### src/rtl/aip_pkg.sv
// aip_pkg: shared types, widths and character codes for the ASCII integer parser.
// No dependencies; imported by the interfaces, the top level and the checker.
package aip_pkg;

  localparam int VALUE_BITS_DEF = 32;
  localparam int OUT_BITS       = 32;
  localparam int CH_BITS        = 8;
  localparam int RADIX_BITS     = 5;
  localparam int DIGIT_BITS     = 6;

  typedef enum logic [2:0] {
    PH_LEAD,
    PH_SIGN,
    PH_PREFIX,
    PH_DIGITS,
    PH_DONE
  } phase_t;

  localparam logic [CH_BITS-1:0] CH_TAB   = 8'h09;
  localparam logic [CH_BITS-1:0] CH_SPACE = 8'h20;
  localparam logic [CH_BITS-1:0] CH_MINUS = 8'h2D;
  localparam logic [CH_BITS-1:0] CH_ZERO  = 8'h30;
  localparam logic [CH_BITS-1:0] CH_NINE  = 8'h39;
  localparam logic [CH_BITS-1:0] CH_A_UP  = 8'h41;
  localparam logic [CH_BITS-1:0] CH_B_UP  = 8'h42;
  localparam logic [CH_BITS-1:0] CH_X_UP  = 8'h58;
  localparam logic [CH_BITS-1:0] CH_Z_UP  = 8'h5A;
  localparam logic [CH_BITS-1:0] CH_A_LO  = 8'h61;
  localparam logic [CH_BITS-1:0] CH_B_LO  = 8'h62;
  localparam logic [CH_BITS-1:0] CH_X_LO  = 8'h78;
  localparam logic [CH_BITS-1:0] CH_Z_LO  = 8'h7A;

  localparam logic [RADIX_BITS-1:0] RADIX_BIN = 5'd2;
  localparam logic [RADIX_BITS-1:0] RADIX_OCT = 5'd8;
  localparam logic [RADIX_BITS-1:0] RADIX_DEC = 5'd10;
  localparam logic [RADIX_BITS-1:0] RADIX_HEX = 5'd16;

  localparam logic [DIGIT_BITS-1:0] DIGIT_NONE = 6'd36;

  // 0..35 for 0-9, a-z, A-Z; DIGIT_NONE otherwise
  function automatic logic [DIGIT_BITS-1:0] digit_of(input logic [CH_BITS-1:0] c);
    logic [CH_BITS-1:0] d;
    begin
      d = CH_BITS'(DIGIT_NONE);
      if (c >= CH_ZERO && c <= CH_NINE) begin
        d = c - CH_ZERO;
      end else if (c >= CH_A_LO && c <= CH_Z_LO) begin
        d = c - CH_A_LO + 8'd10;
      end else if (c >= CH_A_UP && c <= CH_Z_UP) begin
        d = c - CH_A_UP + 8'd10;
      end
      return DIGIT_BITS'(d);
    end
  endfunction

endpackage

### src/rtl/aip_if.sv
// aip_if: valid/ready channel interfaces for the parser's character input and result output.
// Depends on aip_pkg for field widths.
interface aip_in_if;
  import aip_pkg::*;
  logic               valid;
  logic               ready;
  logic [CH_BITS-1:0] ch;
  logic               last;
  modport source (output valid, output ch, output last, input ready);
  modport sink   (input valid, input ch, input last, output ready);
endinterface

interface aip_out_if;
  import aip_pkg::*;
  logic                       valid;
  logic                       ready;
  logic signed [OUT_BITS-1:0] value;
  modport source (output valid, output value, input ready);
  modport sink   (input valid, input value, output ready);
endinterface

### src/rtl/ascii_integer_parser_top.sv
// ascii_integer_parser_top: streaming ASCII-to-integer parser, one character per word.
// Takes 1 word/cycle unless a last word waits for a stalled result register to drain.
// Input register -> parse step (shift-add by radix) -> result register; negation at the output.
// Reset (rst, synchronous) clears both registers' valid and returns the parser to leading state.
// Depends on aip_pkg and aip_if.
module ascii_integer_parser_top #(
  parameter int VALUE_BITS = aip_pkg::VALUE_BITS_DEF
) (
  input logic       clk,
  input logic       rst,
  aip_in_if.sink    chars,
  aip_out_if.source result
);
  import aip_pkg::*;

  logic                    s1_valid;
  logic [CH_BITS-1:0]      s1_ch;
  logic                    s1_last;
  logic                    s1_go;
  logic                    in_acc;

  phase_t                  phase, phase_next;
  logic                    negative, negative_next;
  logic [RADIX_BITS-1:0]   radix, radix_next;
  logic [VALUE_BITS-1:0]   acc, acc_next;

  logic [DIGIT_BITS-1:0]   digit;
  logic                    take;
  logic [VALUE_BITS-1:0]   scaled;

  logic                    out_valid;
  logic                    out_neg;
  logic [VALUE_BITS-1:0]   out_acc;
  logic signed [VALUE_BITS-1:0] signed_val;

  assign s1_go       = s1_valid && (!s1_last || !out_valid || result.ready);
  assign chars.ready = !s1_valid || s1_go;
  assign in_acc      = chars.valid && chars.ready;
  assign digit       = digit_of(s1_ch);

  always_comb begin
    phase_next    = phase;
    negative_next = negative;
    radix_next    = radix;
    take          = 1'b0;
    unique case (phase)
      PH_LEAD: begin
        if (s1_ch == CH_SPACE || s1_ch == CH_TAB) begin
          phase_next = PH_LEAD;
        end else if (s1_ch == CH_MINUS) begin
          negative_next = !negative;
          phase_next    = PH_SIGN;
        end else if (s1_ch == CH_ZERO) begin
          phase_next = PH_PREFIX;
        end else begin
          phase_next = PH_DIGITS;
          take       = 1'b1;
        end
      end
      PH_SIGN: begin
        if (s1_ch == CH_MINUS) begin
          negative_next = !negative;
        end else if (s1_ch == CH_ZERO) begin
          phase_next = PH_PREFIX;
        end else begin
          phase_next = PH_DIGITS;
          take       = 1'b1;
        end
      end
      PH_PREFIX: begin
        phase_next = PH_DIGITS;
        if (s1_ch == CH_X_LO || s1_ch == CH_X_UP) begin
          radix_next = RADIX_HEX;
        end else if (s1_ch == CH_B_LO || s1_ch == CH_B_UP) begin
          radix_next = RADIX_BIN;
        end else begin
          radix_next = RADIX_OCT;
          take       = 1'b1;
        end
      end
      PH_DIGITS: take = 1'b1;
      default:   phase_next = PH_DONE;
    endcase
    if (take && digit >= {1'b0, radix_next}) begin
      phase_next = PH_DONE;
    end
  end

  always_comb begin
    unique case (radix_next)
      RADIX_BIN: scaled = acc << 1;
      RADIX_OCT: scaled = acc << 3;
      RADIX_HEX: scaled = acc << 4;
      default:   scaled = (acc << 3) + (acc << 1);
    endcase
    if (take && digit < {1'b0, radix_next}) begin
      acc_next = scaled + VALUE_BITS'(digit);
    end else begin
      acc_next = acc;
    end
  end

  always_ff @(posedge clk) begin
    if (rst) begin
      s1_valid  <= 1'b0;
      out_valid <= 1'b0;
      phase     <= PH_LEAD;
      negative  <= 1'b0;
      radix     <= RADIX_DEC;
      acc       <= '0;
    end else begin
      if (in_acc) begin
        s1_valid <= 1'b1;
      end else if (s1_go) begin
        s1_valid <= 1'b0;
      end
      if (s1_go) begin
        if (s1_last) begin
          phase    <= PH_LEAD;
          negative <= 1'b0;
          radix    <= RADIX_DEC;
          acc      <= '0;
        end else begin
          phase    <= phase_next;
          negative <= negative_next;
          radix    <= radix_next;
          acc      <= acc_next;
        end
      end
      if (s1_go && s1_last) begin
        out_valid <= 1'b1;
      end else if (result.ready) begin
        out_valid <= 1'b0;
      end
    end
  end

  always_ff @(posedge clk) begin
    if (in_acc) begin
      s1_ch   <= chars.ch;
      s1_last <= chars.last;
    end
    if (s1_go && s1_last) begin
      out_acc <= acc_next;
      out_neg <= negative_next;
    end
  end

  assign signed_val   = out_neg ? -out_acc : out_acc;
  assign result.valid = out_valid;
  assign result.value = OUT_BITS'(signed_val);

endmodule

### src/flat_wrapper.sv
// flat-port wrapper written by rule: the top's interface ports become plain ports
module ascii_integer_parser_top_flat import aip_pkg::*;
#(
  parameter int VALUE_BITS = aip_pkg::VALUE_BITS_DEF
)
  (clk, rst, chars_valid, chars_ch, chars_last, chars_ready, result_valid, result_value, result_ready);
  aip_in_if chars_i ();
  aip_out_if result_i ();
  input logic clk;
  input logic rst;
  input wire logic [$bits(chars_i.valid)-1:0] chars_valid;
  input wire logic [$bits(chars_i.ch)-1:0] chars_ch;
  input wire logic [$bits(chars_i.last)-1:0] chars_last;
  output wire logic [$bits(chars_i.ready)-1:0] chars_ready;
  output wire logic [$bits(result_i.valid)-1:0] result_valid;
  output wire logic [$bits(result_i.value)-1:0] result_value;
  input wire logic [$bits(result_i.ready)-1:0] result_ready;
  assign chars_i.valid = chars_valid;
  assign chars_i.ch = chars_ch;
  assign chars_i.last = chars_last;
  assign chars_ready = chars_i.ready;
  assign result_valid = result_i.valid;
  assign result_value = result_i.value;
  assign result_i.ready = result_ready;
  ascii_integer_parser_top #(.VALUE_BITS(VALUE_BITS)) u_core (.clk(clk), .rst(rst), .chars(chars_i), .result(result_i));
endmodule
### config.mk
export PLATFORM = sky130hd
export DESIGN_NAME = ascii_integer_parser_top_flat
export DESIGN_NICKNAME = d
export VERILOG_FILES = /design/src/rtl/aip_pkg.sv /design/src/rtl/aip_if.sv /design/src/rtl/ascii_integer_parser_top.sv /design/src/flat_wrapper.sv
export SDC_FILE = /design/constraint.sdc
export NUM_CORES = 1
export LEC_CHECK = 0
export ABC_CLOCK_PERIOD_IN_PS = 15400
export BUFFER_PORTS_ARGS = -buffer_cell sky130_fd_sc_hd__clkbuf_2
export CAP_MARGIN = 20
export CORE_ASPECT_RATIO = 0.9
export CORE_UTILIZATION = 25
export DETAILED_ROUTE_END_ITERATION = 7
export PLACE_DENSITY = 0.39
export SLEW_MARGIN = 20
export SYNTH_ARGS = -nofsm -noshare
export SYNTH_HDL_FRONTEND = slang
export SYNTH_SLANG_ARGS = --single-unit
### constraint.sdc
create_clock -name clk -period 15.4 [get_ports clk]
set_clock_uncertainty 0.2 [all_clocks]
set_input_delay 2.31 -clock clk [delete_from_list [all_inputs] [get_ports clk]]
set_output_delay 2.31 -clock clk [all_outputs]
set_load 0.1 [all_outputs]
==> results.py, run 1 <==
metrics = {
    "die": {
        "die_y_um": 167,
        "start_util_pct": 25.7,
        "dieArea_sq_um": 30800,
        "core_region_area_sq_um": 29200,
        "rows": 59,
        "boundaryPins": 47,
        "dieWidth_um": 185,
    },
    "power_and_ir_drop": {
        "switching_share_pct": 30.3,
        "p_int_uw": 373,
        "combPwrFrac_pct": 14.0,
        "p_leak_nw": 3.03,
        "p_sw_uw": 162,
        "peakVddDrop_v": 0.0000475,
        "pwr-share-clk_pct": 39.6,
        "pwr_density_cell_nw_per_um2": 63.5,
        "finalPower_uw": 535,
        "seq_power_share_pct": 46.3,
    },
    "sta": {
        "setup_viol": 0,
        "layout_min_cycle_time_ns": 6.45,
        "hold_ws_ns": 0.249,
        "tns_ns": 0,
        "hold_violations": 0,
        "timing.slew.headroom_pct": 40.6,
        "rsz0062_at_grt": "false",
        "drv_slew": 0,
        "max_freq_mhz": 155,
        "finalCritPeriodShare_pct": 41.9,
        "worst_pin_slew_ns": 0.892,
    },
    "routing": {
        "first_iter_violations": 626,
        "drt-total-wl_um": 22300,
        "dr.pass1.iters": 5,
        "drcViolationCount": 0,
        "vias": 6753,
        "via_per_inst": 5.06,
        "ant_nets": 0,
        "routedWlPerCell_um": 16.8,
    },
    "synthesis": {
        "yosys.cell_types.count": 80,
        "async_reset_ff_share_pct": 0,
        "synthesis.nets": 972,
        "synth-main-ff-cell": "dfxtp_1",
        "avgSynthCellArea_sq_um": 8.28,
        "yosysSeqAreaShare_pct": 28.2,
        "synth_area_sq_um": 7530,
        "synth_edf_count": 42,
        "synth_seq_cells": 85,
        "synth_cells": 909,
        "yosys_warnings": 0,
    },
    "critical_path": {
        "critical-path-top-delay-family": "simple AND/OR/NAND/NOR gates",
        "cp_cell_sequence": "nor3_1 -> nand2b_1 -> nor2_1 -> nand4_1 -> or3_1 -> or4_1 -> or4_1 -> o41ai_1 -> xnor2_1 -> clkbuf_2",
        "endpoint": "result_value[29]",
        "cp_common_cell": "or4_1",
        "reg2reg_to": "u_core.out_acc[31]",
        "cp_num_buf_inv": 1,
        "critical_path_required_ns": 12.89,
        "path_class": "register to output port",
        "critPathLaunch": "u_core.out_acc[2]",
        "worstPathMaxFanout": 6,
        "rrSetupSlack_ns": 9.46,
        "critPathLaunchType": "register",
        "slowest_stage": "or4_1",
        "crit_cells": 10,
        "r2r_cells": 16,
        "slowest_delay_ns": 0.48,
        "arrival_ns": 3.94,
        "endpoint_kind": "output port",
        "reg2reg_from": "u_core.s1_ch[2]",
    },
    "cells_and_area": {
        "filler_cell_count": 3193,
        "final_cell_mix": "99 x nand2_1, 75 x nor2_1, 58 x xnor2_1",
        "final_common_cell": "nand2_1",
        "drive_gt1_share_pct": 10.0,
        "fin_util_pct": 28.8,
        "diodes": 0,
        "final_net_count": 996,
        "postLayoutCellArea_sq_um": 8430,
        "area_delta_synth_final_pct": 12.0,
    },
    "clock_network": {
        "cts.sinks": 85,
        "root_buffer": "clkbuf_16",
        "cts_resized": 0,
        "holdBufCountCts": 0,
        "cts_made_buffers": 9,
        "ctsLongestPathBuffers": 2,
        "path_clk_slew_ns": 0.07,
        "htree_levels": 3,
        "cts_setup_buffers": 0,
        "cts_tree": "yes",
        "clock_latency_ns": 0.34,
    },
    "placed_design": {
        "placed_area_sq_um": 8140,
        "hpwl_um": 17600,
        "port-buffer-count": 46,
        "finalWeightedCongestion": 0.808,
    },
    "global_routing": {
        "grt_max_degree": 65,
        "grt-ovfl-total": 0,
        "grtUsageTotal_pct": 14.8,
        "grt_pass1_vias": 6398,
        "grt_antenna_before_repair": 0,
        "grt_pass1_wl_um": 36500,
    },
    "min_path": {
        "hold_path.class": "register to register",
    },
    "run_status": {
        "status": "finished clean",
    },
    "flow_run": {
        "max-cap-violations": 0,
    },
}
## worst min-delay path, stage by stage (launching register included)
cell and delay, ns:
dfxtp_1 0.32, nand2_1 0.05, nand2_1 0.04
## layout make-up
cell class | instances | area [sq um] | area share, %
Multi-Input combinational cell | 757 | 5140 | 61.0
Sequential cell | 85 | 2120 | 25.2
Tap cell | 396 | 495 | 5.88
Timing Repair Buffer | 52 | 275 | 3.27
Clock buffer | 9 | 225 | 2.67
Inverter | 28 | 105 | 1.25
Clock inverter | 7 | 60.1 | 0.713
## worst min-delay path by stage
stage	slack [ns]	start	endpoint	depth (start not counted)
final	0.25	u_core.acc[31]	u_core.acc[31]	2
after global routing	0.30	u_core.acc[31]	u_core.acc[31]	2
after CTS	0.25	u_core.acc[31]	u_core.acc[31]	2
after detailed placement	0.24	u_core.acc[31]	u_core.acc[31]	2
after global placement	0.23	u_core.acc[31]	u_core.acc[31]	2
after floorplan	0.22	u_core.acc[31]	u_core.acc[31]	2
## power groups by stage
stage                     Combinational [mW]  Clock [mW]  Sequential (mW)
after global routing                  0.0827       0.228            0.249
final                                 0.0750       0.212            0.248
after global placement                0.0762           0            0.253
after floorplan                       0.0588           0            0.251
after detailed placement              0.0754           0            0.253
after CTS                             0.0757       0.219            0.248
## state kept, by name (all words and copies together) (netlist names)
register             count
u_core.acc              32
u_core.out_acc          32
u_core.s1_ch             8
u_core.radix             5
u_core.phase             3
u_core.negative          1
u_core.out_neg           1
u_core.result.valid      1
u_core.s1_last           1
u_core.s1_valid          1
## layer usage
layer  share of wire [%]  track usage (%)  vias up  routed length (um)
li1                    -                -     3492                   -
met1                  57             24.3     3094               12800
met2                  38             20.1      152                8540
met3                 3.4             1.33       15                 762
met4                 1.3             3.41        0                 290
met5                   0                0        -                   0
## logic make-up (layout without fill, tap and decap cells)
group,count (synthesis),count (layout),share of synthesized area (%)
AOI/OAI and AO/OA,300,300,27.3
xor gates and xnor gates,76,76,8.84
adders and majority gates,50,50,8.51
buffers and inverters,67,96,3.59
DFF,85,85,28.2
muxes,12,12,1.68
and+or+nand+nor,319,319,21.8
## cell usage after synthesis, types with 5 or more instances
master	count	area share, %
nand3b_1	5	0.50
and2_1	16	1.3
a222oi_1	18	2.4
nor4_1	8	0.67
nor2_1	76	3.8
edfxtp_1	42	17
a21oi_1	51	3.4
o21ai_1	32	2.1
xnor2_1	58	6.7
nand2b_1	11	0.91
o211ai_1	6	0.60
a21boi_0	7	0.70
a31oi_1	6	0.50
or3_1	11	0.91
ha_1	48	8.0
inv_1	28	1.4
o31ai_1	15	1.5
dfxtp_1	43	11
mux2i_1	7	0.93
o21a_1	6	0.60
nand4_1	12	1.0
and3_1	5	0.42
xor2_1	18	2.1
clkbuf_1	25	1.2
nor3b_1	5	0.50
a211oi_1	6	0.60
nand2_1	99	4.9
nand3_1	18	1.2
a21o_1	17	1.7
a22oi_1	29	2.9
buf_2	9	0.60
o21ai_0	49	3.3
or4_1	8	0.80
nor3_1	16	1.1
## metrics by stage
step                setup slack [ns]  instances
global placement                9.30       1318
global route                    8.51       1334
floorplan                       9.38        909
CTS                             8.88       1334
detailed placement              9.29       1318
finish                          8.95       1334
Note: power is estimated with default switching activity, not from simulation.
==> run 2, diff against run 1 <==
--- a/config.mk
+++ b/config.mk
@@ -5,13 +5,14 @@
 export SDC_FILE = /design/constraint.sdc
 export NUM_CORES = 1
 export LEC_CHECK = 0
-export ABC_CLOCK_PERIOD_IN_PS = 15400
+export ABC_AREA = 1
+export ABC_CLOCK_PERIOD_IN_PS = 5500
 export BUFFER_PORTS_ARGS = -buffer_cell sky130_fd_sc_hd__clkbuf_2
 export CAP_MARGIN = 20
 export CORE_ASPECT_RATIO = 0.9
 export CORE_UTILIZATION = 25
 export DETAILED_ROUTE_END_ITERATION = 7
-export PLACE_DENSITY = 0.39
+export PLACE_DENSITY = 0.4
 export SLEW_MARGIN = 20
 export SYNTH_ARGS = -nofsm -noshare
 export SYNTH_HDL_FRONTEND = slang
==> constraint.sdc (replaced) <==
create_clock -name clk -period 5.5 [get_ports clk]
set_clock_uncertainty 0.2 [all_clocks]
set_input_delay 0.825 -clock clk [delete_from_list [all_inputs] [get_ports clk]]
set_output_delay 0.825 -clock clk [all_outputs]
set_load 0.1 [all_outputs]
==> results.py, run 2 <==
metrics = {
    "cells_and_area": {
        "reg.largest.list": "u_core.acc x32, u_core.out_acc x32, u_core.s1_ch x8",
        "final_net_count": 1566,
        "drive_gt1_share_pct": 11.0,
        "final_cell_mix": "433 x nand2_1, 199 x inv_1, 145 x nor2_1",
        "final_common_cell": "nand2_1",
        "area_delta_synth_final_pct": 10.7,
        "postLayoutCellArea_sq_um": 10200,
        "diodes": 0,
    },
    "routing": {
        "ant_nets": 0,
        "met3_length_um": 1260,
        "wl_met2_um": 12400,
        "maxUsedRoutingLayer": "met4",
        "wl_met1_um": 17100,
        "dr.pass1.iters": 5,
        "via_per_inst": 4.63,
        "vias": 9186,
        "routedWlPerCell_um": 15.7,
        "first_iter_violations": 722,
        "drt-total-wl_um": 31100,
        "drcViolationCount": 0,
    },
    "clock_network": {
        "cts_made_buffers": 9,
        "path_clk_slew_ns": 0.08,
        "cts.sinks": 85,
        "cts_resized": 0,
        "holdBufCountCts": 0,
        "clock_latency_ns": 0.35,
        "root_buffer": "clkbuf_16",
        "cts_tree": "yes",
        "ctsLongestPathBuffers": 2,
        "htree_levels": 3,
        "cts_setup_buffers": 0,
    },
    "power_and_ir_drop": {
        "combPwrFrac_pct": 27.0,
        "p_leak_nw": 4.53,
        "pwr_density_cell_nw_per_um2": 186,
        "peakVddDrop_v": 0.000160,
        "seq_power_share_pct": 37.7,
        "pwr-share-clk_pct": 35.3,
        "p_int_mw": 1.17,
        "switching_share_pct": 38.0,
        "p_sw_uw": 718,
    },
    "synthesis": {
        "yosys.cell_types.count": 52,
        "synth_commonest_cells": "433 x nand2_1, 200 x inv_1, 146 x nor2_1, 135 x nand3_1, 77 x a21oi_1",
        "synth_area_sq_um": 9200,
        "synthAdderAreaFrac_pct": 6.96,
        "synth_top_family_by_area": "simple AND/OR/NAND/NOR gates",
        "synthesis.nets": 1535,
        "async_reset_ff_share_pct": 0,
        "synthSimpleGateAreaFrac_pct": 43.6,
        "synth_edf_count": 42,
        "yosys_warnings": 0,
        "synth_cells": 1472,
        "synth_compound_area_share_pct": 9.66,
        "yosysMostFrequentCell": "nand2_1",
        "synth_xor_area_share_pct": 5.52,
        "synth_area_leaders": "nand2_1 18%, edfxtp_1 14%, dfxtp_1 9.4%",
        "synth-main-ff-cell": "dfxtp_1",
        "synthMuxAreaShare_pct": 0,
        "synth.largest_area_cell": "nand2_1",
        "synth_seq_cells": 85,
        "yosysSeqAreaShare_pct": 23.1,
        "synth_top_area_share_pct": 17.7,
        "avgSynthCellArea_sq_um": 6.25,
    },
    "sta": {
        "fin_ws_ns": 0.440,
        "setup_viol": 0,
        "layout_min_cycle_time_ns": 5.06,
        "finalCritPeriodShare_pct": 92.0,
        "max_freq_mhz": 198,
        "drv_slew": 0,
        "rsz0062_at_grt": "false",
        "hold_violations": 0,
        "timing.slew.headroom_pct": 47.2,
        "tns_ns": 0,
        "worst_pin_slew_ns": 0.784,
    },
    "flow_run": {
        "max-cap-violations": 0,
    },
    "global_routing": {
        "grt_antenna_before_repair": 0,
        "grt_pass1_vias": 8699,
        "grt_pass1_wl_um": 49500,
        "grt-ovfl-total": 0,
        "grtUsageTotal_pct": 17.0,
        "grt_max_degree": 41,
    },
    "critical_path": {
        "endpoint_kind": "register",
        "critical_path_required_ns": 5.41,
        "slowest_stage": "edfxtp_1",
        "slowest_delay_ns": 0.50,
        "cp_num_buf_inv": 2,
        "critPathLaunchType": "register",
        "path_class": "register to register",
        "worstPathMaxFanout": 22,
        "arrival_ns": 4.97,
        "critical-path-top-delay-family": "simple AND/OR/NAND/NOR gates",
    },
    "run_status": {
        "status": "finished clean",
    },
    "placed_design": {
        "finalWeightedCongestion": 0.879,
        "hpwl_um": 24900,
        "placed_area_sq_um": 9870,
        "port-buffer-count": 46,
        "preCtsSetupSlack_ns": 0.479,
    },
    "die": {
        "die_y_um": 184,
        "rows": 66,
        "core_region_area_sq_um": 36200,
        "start_util_pct": 25.4,
        "boundaryPins": 47,
        "dieArea_sq_um": 37600,
        "dieWidth_um": 204,
    },
    "min_path": {
        "hold_path.class": "register to register",
    },
}
[run 2: cell count changes after synthesis, sizes merged, moves of 22 or more]
cell   change
a21oi     +28
a22oi     -30
inv      +186
nand2    +364
nand3    +127
nand4     +30
nor2      +96
o21ai     -31
xnor2     -40
xor2      +22
[run 2: cells by family after synthesis]
family,count (synthesis)
and+or+nand+nor,872
buffers and inverters,249
AOI/OAI and AO/OA,158
DFF,85
xor gates and xnor gates,58
adders and majority gates,50
[run 2: cell type report]
cell class / count / area [sq um]
sequential: 85 / 2120
inverter: 214 / 806
clock buffer: 9 / 225
timing repair buffer: 55 / 298
tap: 476 / 596
fill: 4117 / 26000
multi-input combinational: 1138 / 6050
clock inverter: 7 / 80.1
[run 2: through the flow]
| stage | power (mW) | instances | util [%] | hold WS [ns] |
|---|---|---|---|---|
| 2_1_floorplan | 1.12 | 1472 | - | 0.225 |
| 6_report | 1.89 | 1984 | 28.1 | 0.277 |
| 5_1_grt | 1.98 | 1984 | 28.1 | 0.301 |
| 4_1_cts | 1.91 | 1984 | 28.1 | 0.278 |
| 3_5_place_dp | 1.23 | 1968 | 27.3 | 0.266 |
| 3_3_place_gp | 1.23 | 1968 | 27.3 | 0.265 |
[run 2: tightest hold or removal path: stages, from the launching register on]
cell and delay [ns]:
dfxtp_1 0.32, nand2_1 0.06, a21oi_1 0.06
[run 2: per-layer routing]
metal | track usage [%] | vias up
li1 | - | 4790
met1 | 26.5 | 4167
met2 | 24.8 | 211
met3 | 1.47 | 18
met4 | 3.34 | 0
met5 | 0 | -
[run 2: final timing paths]
path | to | depth (start not counted) | slack [ns] | from
worst min register to register | u_core.radix[4] | 2 | 0.28 | u_core.radix[4]
worst max-delay path | u_core.out_acc[30] | 25 | 0.44 | u_core.s1_ch[4]
worst min-delay path | u_core.radix[4] | 2 | 0.28 | u_core.radix[4]
worst max register to register | u_core.out_acc[30] | 25 | 0.44 | u_core.s1_ch[4]
[run 2: power groups by stage]
stage	clock network (mW)	logic [mW]	registers [mW]
floorplan	0	0.397	0.719
global placement	0	0.508	0.726
detailed placement	0	0.508	0.727
CTS	0.687	0.510	0.712
global route	0.711	0.553	0.715
finish	0.667	0.509	0.712
==> run 3, diff against run 2 <==
--- a/config.mk
+++ b/config.mk
@@ -12,7 +12,7 @@
 export CORE_ASPECT_RATIO = 0.9
 export CORE_UTILIZATION = 25
 export DETAILED_ROUTE_END_ITERATION = 7
-export PLACE_DENSITY = 0.4
+export PLACE_DENSITY = 0.37
 export SLEW_MARGIN = 20
 export SYNTH_ARGS = -nofsm -noshare
 export SYNTH_HDL_FRONTEND = slang
==> results.py, run 3 (synthesized netlist as in run 2, its figures left out) <==
metrics = {
    "routing": {
        "routedWlPerCell_um": 16.1,
        "drcViolationCount": 0,
        "ant_nets": 0,
        "via_per_inst": 4.58,
        "dr.pass1.iters": 5,
        "first_iter_violations": 698,
        "vias": 9096,
        "drt-total-wl_um": 32100,
    },
    "min_path": {
        "hold_path.class": "register to register",
        "hold_path_depth": 2,
    },
    "critical_path": {
        "path_class": "register to register",
        "endpoint_kind": "register",
        "worstPathMaxFanout": 22,
        "arrival_ns": 4.71,
        "critical_path_required_ns": 5.42,
        "r2r_cells": 26,
        "critPathLaunchType": "register",
    },
    "cells_and_area": {
        "area_delta_synth_final_pct": 10.5,
        "final_cell_mix": "433 x nand2_1, 199 x inv_1, 145 x nor2_1",
        "drive_gt1_share_pct": 11.2,
        "final_common_cell": "nand2_1",
        "reg.largest.list": "u_core.acc x32, u_core.out_acc x32, u_core.s1_ch x8",
        "diodes": 0,
        "fin_util_pct": 28.1,
        "final_net_count": 1568,
    },
    "power_and_ir_drop": {
        "p_leak_nw": 4.53,
        "pwr_density_cell_nw_per_um2": 180,
        "finalPower_mw": 1.83,
        "peakVddDrop_v": 0.000142,
    },
    "sta": {
        "hold_violations": 0,
        "drv_slew": 0,
        "setup_viol": 0,
        "finalCritPeriodShare_pct": 87.2,
        "timing.slew.headroom_pct": 43.2,
        "layout_min_cycle_time_ns": 4.80,
        "worst_pin_slew_ns": 0.852,
        "tns_ns": 0,
        "rsz0062_at_grt": "false",
        "max_freq_mhz": 208,
    },
    "die": {
        "core_region_area_sq_um": 36200,
        "die_y_um": 184,
        "boundaryPins": 47,
        "start_util_pct": 25.4,
        "rows": 66,
        "dieArea_sq_um": 37600,
        "dieWidth_um": 204,
    },
    "clock_network": {
        "holdBufCountCts": 0,
        "cts.sinks": 85,
        "cts_tree": "yes",
        "clock_latency_ns": 0.36,
        "root_buffer": "clkbuf_16",
        "path_clk_slew_ns": 0.07,
        "ctsLongestPathBuffers": 2,
        "cts_made_buffers": 9,
        "htree_levels": 3,
    },
    "global_routing": {
        "grt_pass1_vias": 8614,
        "grt-ovfl-total": 0,
        "grt_pass1_wl_um": 50600,
        "grtUsageTotal_pct": 17.5,
        "grt_antenna_before_repair": 0,
        "grt_max_degree": 41,
    },
    "placed_design": {
        "finalWeightedCongestion": 0.865,
        "port-buffer-count": 46,
        "hpwl_um": 25700,
    },
    "flow_run": {
        "max-cap-violations": 0,
    },
    "run_status": {
        "status": "finished clean",
    },
}
## run 3: cell types whose count changed in the layout (fill, tap and decap cells not counted), sizes merged
cell	previous run	this run
bufinv	1	0
clkinv	2	4
buf	9	11
inv	217	216
## run 3: stage by stage
step | worst slack (ns) | hold slack (ns) | instances | area, sq um
after floorplan | 0.892 | 0.225 | 1472 | 9200
after global placement | 0.586 | 0.266 | 1968 | 9870
after detailed placement | 0.478 | 0.266 | 1968 | 9870
after global routing | 0.138 | 0.291 | 1986 | 10200
after CTS | 0.446 | 0.278 | 1984 | 10100
final | 0.702 | 0.278 | 1986 | 10200
## run 3: worst max-delay path, stage by stage (launching register included)
cell and delay (ns):
edfxtp_1 0.45, inv_1 0.13, ha_1 0.24, nand3_1 0.11
nand2_1 0.09, nand2_1 0.09, nand3_2 0.14, nand2_4 0.21
nand3_4 0.31, nand3_2 0.20, inv_2 0.12, nand2_1 0.08
o221ai_1 0.12, ha_1 0.38, nand3_1 0.09, and2_1 0.18
inv_1 0.05, a21oi_1 0.05, o21ai_1 0.20, nand3_1 0.16
nor2_1 0.30, nand2_1 0.12, nor2_1 0.14, nand3_1 0.09
nand2_1 0.08, nand2_1 0.06, and2_1 0.16
## run 3: final timing paths
check	to	slack (ns)	start
worst max-delay path	u_core.out_acc[30]	0.70	u_core.s1_ch[4]
worst min-delay path	u_core.radix[0]	0.28	u_core.radix[0]
worst max register to register	u_core.out_acc[30]	0.70	u_core.s1_ch[4]
worst min register to register	u_core.radix[0]	0.28	u_core.radix[0]
## run 3: per-layer routing
layer  GRT usage [%]  vias up  share of wire [%]
met5               0        -                  0
met4            3.31        0               0.95
met2            25.2      133                 40
met1            27.6     4149                 56
li1                -     4794                  -
met3            1.79       20                2.8
## run 3: what timing repair did
| action | 4_1_cts | 5_1_grt |
|---|---|---|
| resized for setup | 0 | 1 |
| setup buffers | 0 | 2 |
| setup endpoints to repair | 0 | 2 |
## run 3: final cells by class
type / count / area (sq um)
clock inverter: 7 / 48.8
fill: 4069 / 26000
inverter: 214 / 806
timing repair buffer: 57 / 313
sequential: 85 / 2120
clock buffer: 9 / 225
multi-input combinational: 1138 / 6050
tap: 476 / 596
## run 3: power breakdown
group	total [mW]	leakage [nW]	switching [mW]	internal, mW
Combinational	0.510	3.65	0.389	0.121
Sequential	0.713	0.747	0.0245	0.688
Clock	0.604	0.136	0.296	0.308
